`src/design/gzhp_pkg.sv`:
```
// Shared types, constants and helpers for the gzip header parser.
`timescale 1ns / 1ps
package gzhp_pkg;

   localparam int HDR_LENGTH_BITS = 32;
   localparam int RSP_LENGTH_BITS = 32;

   localparam logic [7:0] GZ_ID1      = 8'h1f;
   localparam logic [7:0] GZ_ID2      = 8'h8b;
   localparam logic [7:0] GZ_CM       = 8'h08;
   localparam logic [7:0] GZ_RESERVED = 8'he0;
   localparam logic [4:0] GZ_FHCRC    = 5'h02;
   localparam logic [4:0] GZ_FEXTRA   = 5'h04;
   localparam logic [4:0] GZ_FNAME    = 5'h08;
   localparam logic [4:0] GZ_FCOMMENT = 5'h10;

   localparam logic [3:0] IDX_ID1   = 4'd0;
   localparam logic [3:0] IDX_ID2   = 4'd1;
   localparam logic [3:0] IDX_CM    = 4'd2;
   localparam logic [3:0] IDX_FLG   = 4'd3;
   localparam logic [3:0] IDX_LAST  = 4'd9;

   typedef enum logic [3:0] {
      PH_IDLE,
      PH_FIXED,
      PH_XLEN0,
      PH_XLEN1,
      PH_EXTRA,
      PH_NAME,
      PH_COMMENT,
      PH_HCRC0,
      PH_HCRC1,
      PH_COMPLETE
   } phase_type;

   typedef enum logic [1:0] {
      SEC_AFTER_FIXED,
      SEC_AFTER_EXTRA,
      SEC_AFTER_NAME,
      SEC_AFTER_COMMENT
   } section_type;

   typedef struct packed {
      phase_type   phase;
      logic [3:0]  fixed_index;
      logic [4:0]  flags;
      logic [15:0] extra;
   } parse_state_type;

   typedef struct packed {
      logic emit;
      logic ok;
   } outcome_type;

   function automatic phase_type next_section(input section_type sec, input logic [4:0] flags);
      phase_type ph;
      if (sec == SEC_AFTER_FIXED && (flags & GZ_FEXTRA) != 5'd0)
         ph = PH_XLEN0;
      else if (sec != SEC_AFTER_NAME && sec != SEC_AFTER_COMMENT
               && (flags & GZ_FNAME) != 5'd0)
         ph = PH_NAME;
      else if (sec != SEC_AFTER_COMMENT && (flags & GZ_FCOMMENT) != 5'd0)
         ph = PH_COMMENT;
      else if ((flags & GZ_FHCRC) != 5'd0)
         ph = PH_HCRC0;
      else
         ph = PH_COMPLETE;
      return ph;
   endfunction

endpackage

```
`src/design/gzhp_step.sv`:
```
// One-byte header parse step: current state and byte in, next state and outcome out.
`timescale 1ns / 1ps
module gzhp_step #(
   parameter int LENGTH_BITS = gzhp_pkg::HDR_LENGTH_BITS
) (
   input  gzhp_pkg::parse_state_type cur_state,
   input  logic [((LENGTH_BITS < 32) ? LENGTH_BITS : 32)-1:0] cur_pos,
   input  logic [7:0]                data_byte,
   input  logic                      first_byte,
   input  logic                      last_byte,
   output gzhp_pkg::parse_state_type nxt_state,
   output logic [((LENGTH_BITS < 32) ? LENGTH_BITS : 32)-1:0] nxt_pos,
   output gzhp_pkg::outcome_type     outcome,
   output logic [gzhp_pkg::RSP_LENGTH_BITS-1:0] length
);
   import gzhp_pkg::*;

   localparam int CountBits = (LENGTH_BITS < 32) ? LENGTH_BITS : 32;

   parse_state_type      st;
   parse_state_type      upd;
   logic [CountBits-1:0] pos;
   logic [CountBits-1:0] n;
   logic                 fail;
   logic [15:0]          ext;

   always_comb begin
      st  = cur_state;
      pos = cur_pos;
      if (first_byte) begin
         st.phase       = PH_FIXED;
         st.fixed_index = 4'd0;
         st.flags       = 5'd0;
         st.extra       = 16'd0;
         pos            = '0;
      end

      upd       = st;
      fail      = 1'b0;
      n         = pos + {{(CountBits-1){1'b0}}, 1'b1};
      ext       = 16'd0;
      nxt_state = st;
      nxt_pos   = pos;
      outcome   = '0;
      length    = '0;

      if (st.phase != PH_IDLE) begin
         if (pos == {CountBits{1'b1}}) begin
            fail = 1'b1;
         end else begin
            case (st.phase)
               PH_FIXED: begin
                  if (st.fixed_index == IDX_ID1 && data_byte != GZ_ID1)
                     fail = 1'b1;
                  else if (st.fixed_index == IDX_ID2 && data_byte != GZ_ID2)
                     fail = 1'b1;
                  else if (st.fixed_index == IDX_CM && data_byte != GZ_CM)
                     fail = 1'b1;
                  else if (st.fixed_index == IDX_FLG) begin
                     if ((data_byte & GZ_RESERVED) != 8'd0)
                        fail = 1'b1;
                     else
                        upd.flags = data_byte[4:0];
                  end
                  if (!fail) begin
                     if (st.fixed_index >= IDX_LAST)
                        upd.phase = next_section(SEC_AFTER_FIXED, upd.flags);
                     else
                        upd.fixed_index = st.fixed_index + 4'd1;
                  end
               end
               PH_XLEN0: begin
                  upd.extra = {8'd0, data_byte};
                  upd.phase = PH_XLEN1;
               end
               PH_XLEN1: begin
                  ext       = {data_byte, st.extra[7:0]};
                  upd.extra = ext;
                  upd.phase = (ext == 16'd0) ? next_section(SEC_AFTER_EXTRA, st.flags)
                                             : PH_EXTRA;
               end
               PH_EXTRA: begin
                  ext       = st.extra - 16'd1;
                  upd.extra = ext;
                  if (ext == 16'd0)
                     upd.phase = next_section(SEC_AFTER_EXTRA, st.flags);
               end
               PH_NAME: begin
                  if (data_byte == 8'd0)
                     upd.phase = next_section(SEC_AFTER_NAME, st.flags);
               end
               PH_COMMENT: begin
                  if (data_byte == 8'd0)
                     upd.phase = next_section(SEC_AFTER_COMMENT, st.flags);
               end
               PH_HCRC0: upd.phase = PH_HCRC1;
               PH_HCRC1: upd.phase = PH_COMPLETE;
               default:  fail = 1'b1;
            endcase
         end

         if (!fail && upd.phase == PH_COMPLETE) begin
            outcome.emit    = 1'b1;
            outcome.ok      = 1'b1;
            length          = RSP_LENGTH_BITS'(n);
            nxt_state       = upd;
            nxt_state.phase = PH_IDLE;
         end else if (fail || last_byte) begin
            outcome.emit    = 1'b1;
            nxt_state       = upd;
            nxt_state.phase = PH_IDLE;
         end else begin
            nxt_state = upd;
            nxt_pos   = n;
         end
      end
   end

endmodule

```
`src/design/gzip_header_parser.sv`:
```
// Top level of the gzip member header parser: request register, parse step, result register.
// Each byte is held in the request register; any outcome then goes to the result register.
// Throughput: one byte per cycle unless stalled; the parse state updates once per byte.
// A full result register with rsp_ready low stalls the request register.
// Reset (synchronous, active high) empties both registers and returns the parser to idle.
`timescale 1ns / 1ps
module gzip_header_parser #(
   parameter int LENGTH_BITS = gzhp_pkg::HDR_LENGTH_BITS
) (
   input  logic                                  clock,
   input  logic                                  reset,
   input  logic                                  req_valid,
   output logic                                  req_ready,
   input  logic [7:0]                            req_data_byte,
   input  logic                                  req_first_byte,
   input  logic                                  req_last_byte,
   output logic                                  rsp_valid,
   input  logic                                  rsp_ready,
   output logic                                  rsp_header_ok,
   output logic [gzhp_pkg::RSP_LENGTH_BITS-1:0]  rsp_header_length
);
   import gzhp_pkg::*;

   localparam int CountBits = (LENGTH_BITS < 32) ? LENGTH_BITS : 32;

   logic                       req_valid_ff;
   logic [7:0]                 req_data_ff;
   logic                       req_first_ff;
   logic                       req_last_ff;
   parse_state_type            state_ff;
   parse_state_type            state_in;
   logic [CountBits-1:0]       pos_ff;
   logic [CountBits-1:0]       pos_in;
   outcome_type                outcome;
   logic [RSP_LENGTH_BITS-1:0] length_in;
   logic                       rsp_valid_ff;
   logic                       rsp_ok_ff;
   logic [RSP_LENGTH_BITS-1:0] rsp_length_ff;
   logic                       advance;

   gzhp_step #(
      .LENGTH_BITS(LENGTH_BITS)
   ) u_step (
      .cur_state (state_ff),
      .cur_pos   (pos_ff),
      .data_byte (req_data_ff),
      .first_byte(req_first_ff),
      .last_byte (req_last_ff),
      .nxt_state (state_in),
      .nxt_pos   (pos_in),
      .outcome   (outcome),
      .length    (length_in)
   );

   assign advance   = req_valid_ff && (!rsp_valid_ff || rsp_ready);
   assign req_ready = !req_valid_ff || advance;

   always_ff @(posedge clock) begin
      if (reset) begin
         req_valid_ff <= 1'b0;
         rsp_valid_ff <= 1'b0;
         state_ff     <= '{phase: PH_IDLE, fixed_index: 4'd0, flags: 5'd0, extra: 16'd0};
         pos_ff       <= '0;
      end else begin
         if (req_valid && req_ready)
            req_valid_ff <= 1'b1;
         else if (advance)
            req_valid_ff <= 1'b0;

         if (advance) begin
            state_ff     <= state_in;
            pos_ff       <= pos_in;
            rsp_valid_ff <= outcome.emit;
         end else if (rsp_ready) begin
            rsp_valid_ff <= 1'b0;
         end
      end
   end

   always_ff @(posedge clock) begin
      if (req_valid && req_ready) begin
         req_data_ff  <= req_data_byte;
         req_first_ff <= req_first_byte;
         req_last_ff  <= req_last_byte;
      end
      if (advance && outcome.emit) begin
         rsp_ok_ff     <= outcome.ok;
         rsp_length_ff <= length_in;
      end
   end

   assign rsp_valid         = rsp_valid_ff;
   assign rsp_header_ok     = rsp_ok_ff;
   assign rsp_header_length = rsp_length_ff;

endmodule

```
`config.mk`:
```
export PLATFORM = sky130hd
export DESIGN_NAME = gzip_header_parser
export DESIGN_NICKNAME = d
export VERILOG_FILES = /design/src/design/gzhp_pkg.sv /design/src/design/gzhp_step.sv /design/src/design/gzip_header_parser.sv
export SDC_FILE = /design/constraint.sdc
export NUM_CORES = 1
export LEC_CHECK = 0
export ABC_AREA = 0
export BUFFER_PORTS_ARGS = -buffer_cell sky130_fd_sc_hd__buf_4
export CORE_MARGIN = 2
export CORE_UTILIZATION = 60
export DETAILED_ROUTE_END_ITERATION = 6
export PLACE_DENSITY = 0.8
export SYNTH_ARGS = -nofsm -noshare
export SYNTH_HDL_FRONTEND = slang
export SYNTH_SLANG_ARGS = --single-unit
```
`constraint.sdc`:
```
create_clock -name clock -period 9.05 [get_ports clock]
set_input_delay 0 -clock clock [delete_from_list [all_inputs] [get_ports clock]]
set_output_delay 0 -clock clock [all_outputs]
set_load 0.03 [all_outputs]
```
==> impl_summary.md <==
Worst setup path
The worst setup path is launched from a flip-flop. STA classifies the critical path endpoint as a flip-flop. The required time of the worst setup path is 9.06 ns. The kind of critical path is flip-flop to flip-flop. The maximum net fanout on the critical path is 70.

STA puts the critical path data arrival time at 5.96 ns. The number of cells on the worst reg-to-reg path is 13.

Clock network
Counting along the longest clock path gives a buffer depth of 2. TritonCTS created 9 clock buffers. The insertion delay to the later sink of the worst-skew pair is 0.40 ns. The number of gates resized after CTS was 0.

The deepest level of the CTS H-tree is 3. The TritonCTS clock tree is yes. The library cell used as clock root buffer is sky130_fd_sc_hd__clkbuf_8. The clock drives 105 sinks. The clock transition time at the flip-flop clock pins of the worst setup and hold paths is roughly 0.10 ns.

Drt
The DRC violation count after routing is 0. Summed over all layers, the routed wires come to 18.7 mm. The detail route stage leaves a number of antenna-violating nets equal to 0.

The detail-routed via count per cell is 6.71. For this run, the detailed router's first-pass iteration total came to 5. Detailed routing inserted a total of 6,491 vias. The first routing iteration left 553 violations. After detailed routing, the average wire length per cell comes to approximately 19 um.

Synthesis
The number of different library cells in the post-synthesis netlist is 84. The cell count after synthesis came out at 800. The count of flip-flops with a built-in enable after synthesis is 43. The share of synthesized registers carrying an async set or reset is 0%. Counting instances in the post-synthesis netlist gives the leading cell types as 97 x sky130_fd_sc_hd__nor2_1, 82 x sky130_fd_sc_hd__nand2_1, 62 x sky130_fd_sc_hd__dfxtp_1. The synthesized area is between 0.006 and 0.007 mm^2.

After synthesis the netlist holds a flip-flop and latch count of between 100 and 150. The cell type with the largest total area after synthesis is sky130_fd_sc_hd__edfxtp_1. The number of nets handed over by synthesis was about 820. The most common cell in the synthesized netlist is sky130_fd_sc_hd__nor2_1.

For this run, the leading register cell type out of synthesis is sky130_fd_sc_hd__dfxtp_1. The top cell type by area accounts for between 10% and 20% of the synthesized area. The mean cell area of the mapped netlist is about 8.4 um^2. Ranked by total cell area, the synthesized netlist is headed by sky130_fd_sc_hd__edfxtp_1 19%, sky130_fd_sc_hd__dfxtp_1 18%, sky130_fd_sc_hd__nor2_1 5.4%.

The warning count from the yosys run is 0. For this run, the register share of the synthesized area comes to a little under two fifths.

GRT
Entering global routing, the biggest net connects 71 pins. The first global-routing pass estimated 30.0 mm of wire. The via count of the first global-routing pass is about 6,300.

For this run, the total global-route usage over all layers was measured as 31.8%. After global routing the overflow that remains totals 0. The initial antenna violation count was 0.

Floorplan
Row generation in the floorplan step produced 38 rows. The width of the chip is 110 um. The die area is 0.0121 mm^2. The I/O pin total is just under 50. The height of the chip is 110 um.

The starting density of the core is 61.9%. The core region area is 0.0109 mm^2.

Power
For this design the total switching power over the nets is 248 uW. The share of total power consumed by net switching is between 20% and 30%. The peak supply drop is 0.0000916 V. The total power divided by cell area is 119 mW/mm^2.

The combinational share of power is 10.5%. The internal portion of the total power is 629 uW. The share of power burned in registers is between 50% and 60%. The analysis attributes to cell leakage a power of 2.48 nW. The clock network burns around a third of the power.

STA
Setup repair after global routing left no endpoint under its margin. The smallest clock period supported by the final layout is computed as 5.95 ns. The final critical-path share of the clock period is between 60 and 70%. The setup violation total in the final timing report is 0.

The transition time at the pin with the least slew margin is 1.30 ns. The post-route clock skew is 0.0189 ns. The maximum operating frequency is 168 MHz. The final number of hold-violating endpoints is 0. In this run the tightest slew margin relative to its limit is 13.2%. Summed over all failing endpoints, the final setup total negative slack is 0 ns.

The number of slew-limit violations in the final report is 0.

Placement
Input and output buffers added on the ports amount to 48. Routability-driven placement finished with a final weighted congestion of between 0.9 and 1. The post-detailed-placement cell area is 0.00708 mm^2. Detailed placement finished with a half-perimeter wire length of 12.1 mm.

Layout
The antenna diode count is 0. The final non-filler cell area is 0.00738 mm^2. The post-layout net count is approximately 850. Once layout is complete, the utilization of the core stands at 67.8%. The fraction of layout cells with a size suffix above 1 is between 10% and 20%. The synthesis-to-finish area growth is 9.59%.

Outcome
The flow ran to the end, and the final reports show no timing, DRC or antenna violations.

Hold path
Along the worst hold path, the cell count comes to 2. The class of the most critical hold timing path is primary input to flip-flop.

Run
The count of maximum capacitance violations is 0.
==> layer usage <==
layer / track usage [%] / up-vias / part of all wire, %
li1: - / 3028 / -
met1: 38.3 / 3033 / 40
met2: 53.9 / 370 / 49
met3: 5.22 / 60 / 7.7
met4: 17.5 / 0 / 3.4
met5: 0 / - / 0
==> power groups by stage <==
| stage | clock (mW) | combinational, mW | sequential (mW) |
|---|---|---|---|
| floorplan | 0 | 0.0476 | 0.527 |
| global placement | 0 | 0.0834 | 0.518 |
| detailed placement | 0 | 0.0854 | 0.519 |
| CTS | 0.281 | 0.0901 | 0.508 |
| global route | 0.294 | 0.0979 | 0.509 |
| finish | 0.278 | 0.0917 | 0.508 |
==> final timing paths <==
kind	start	endpoint	slack, ns
worst min register to register	pos_ff[1]$_SDFFE_PP0P_	pos_ff[1]$_SDFFE_PP0P_	0.50
worst max-delay path	req_first_ff$_DFFE_PP_	rsp_header_length[31]$_SDFFCE_PN0P_	3.10
worst max register to register	req_first_ff$_DFFE_PP_	rsp_header_length[31]$_SDFFCE_PN0P_	3.10
worst min-delay path	reset	state_ff[23]$_SDFFE_PP0P_	0.16
==> critical path: stages, from the launching register on <==
cell,delay [ns]
sky130_fd_sc_hd__edfxtp_1,0.33
sky130_fd_sc_hd__buf_4,0.59
sky130_fd_sc_hd__inv_2,0.50
sky130_fd_sc_hd__nand2_1,0.27
sky130_fd_sc_hd__ha_1,0.65
sky130_fd_sc_hd__nand2b_1,0.14
sky130_fd_sc_hd__a2111oi_0,0.47
sky130_fd_sc_hd__nand4bb_1,0.17
sky130_fd_sc_hd__nor4_1,0.46
sky130_fd_sc_hd__and4_4,0.33
sky130_fd_sc_hd__a2bb2oi_2,0.14
sky130_fd_sc_hd__buf_4,0.34
sky130_fd_sc_hd__o21ai_1,0.12
sky130_fd_sc_hd__inv_1,0.95
==> registers in the layout, summed over array words and instances (netlist names) <==
signal	cells
pos_ff	32
rsp_header_length	32
state_ff	28
req_data_ff	8
req_first_ff	1
req_last_ff	1
req_valid_ff	1
rsp_header_ok	1
rsp_valid	1
==> through the flow <==
stage          cells  worst slack (ns)  power [mW]  hold slack [ns]
2_1_floorplan    800              4.36       0.575           0.0989
3_3_place_gp     939              3.48       0.602            0.178
3_5_place_dp     939              3.15       0.604            0.179
4_1_cts          968              3.16       0.879            0.133
5_1_grt          968              2.59       0.901            0.174
6_report         968              3.10       0.878            0.156
==> area by class of cell <==
type,count,area [um^2]
Fill cell,860,3510
Sequential cell,105,2530
Clock buffer,11,131
Multi-Input combinational cell,619,3880
Clock inverter,5,38.8
Timing Repair Buffer,69,551
Tap cell,140,175
Inverter,19,71.3
==> timing repair <==
item	in CTS	in global routing
setup buffers	0	0
hold buffers	13	0
endpoints found under the hold margin	12	0
==> layout by cell type (no fill, tap or decap), types with 4 or more instances in the layout <==
| cell | count |
|---|---|
| sky130_fd_sc_hd__nor2_1 | 97 |
| sky130_fd_sc_hd__nand2_1 | 82 |
| sky130_fd_sc_hd__dfxtp_1 | 62 |
| sky130_fd_sc_hd__buf_4 | 56 |
| sky130_fd_sc_hd__edfxtp_1 | 43 |
| sky130_fd_sc_hd__nor3_1 | 40 |
| sky130_fd_sc_hd__a21oi_1 | 34 |
| sky130_fd_sc_hd__nand3_1 | 29 |
| sky130_fd_sc_hd__nand4_1 | 26 |
| sky130_fd_sc_hd__xnor2_1 | 25 |
| sky130_fd_sc_hd__o21ai_0 | 20 |
| sky130_fd_sc_hd__and3_1 | 19 |
| sky130_fd_sc_hd__inv_1 | 18 |
| sky130_fd_sc_hd__nor2b_1 | 16 |
| sky130_fd_sc_hd__a22oi_1 | 16 |
| sky130_fd_sc_hd__a31oi_1 | 15 |
| sky130_fd_sc_hd__dlygate4sd3_1 | 13 |
| sky130_fd_sc_hd__nor4_1 | 12 |
| sky130_fd_sc_hd__nand2b_1 | 11 |
| sky130_fd_sc_hd__xor2_1 | 11 |
| sky130_fd_sc_hd__and2_1 | 9 |
| sky130_fd_sc_hd__o311ai_1 | 9 |
| sky130_fd_sc_hd__clkbuf_8 | 9 |
| sky130_fd_sc_hd__or3_1 | 8 |
| sky130_fd_sc_hd__ha_1 | 8 |
| sky130_fd_sc_hd__or4_1 | 7 |
| sky130_fd_sc_hd__o211ai_1 | 7 |
| sky130_fd_sc_hd__a32o_1 | 6 |
| sky130_fd_sc_hd__mux2_2 | 6 |
| sky130_fd_sc_hd__nand3b_1 | 5 |
| sky130_fd_sc_hd__and4_1 | 5 |
| sky130_fd_sc_hd__o31ai_1 | 5 |
| sky130_fd_sc_hd__o2111ai_1 | 5 |
| sky130_fd_sc_hd__mux2i_1 | 5 |
| sky130_fd_sc_hd__a211o_1 | 5 |
| sky130_fd_sc_hd__o21ai_1 | 4 |
| sky130_fd_sc_hd__a41oi_1 | 4 |
==> cell families (layout without fill, tap and decap cells) <==
group / after synthesis / count (layout) / synth area share [%]
AOI/OAI and AO/OA: 174 / 174 / 19.3
and+or+nand+nor: 389 / 389 / 30.2
DFF: 105 / 105 / 37.6
xor gates and xnor gates: 36 / 36 / 4.68
adders and majority gates: 8 / 8 / 1.49
buffers and inverters: 76 / 104 / 4.77
muxes: 12 / 12 / 1.91
Power figures use the tool's default switching activity.
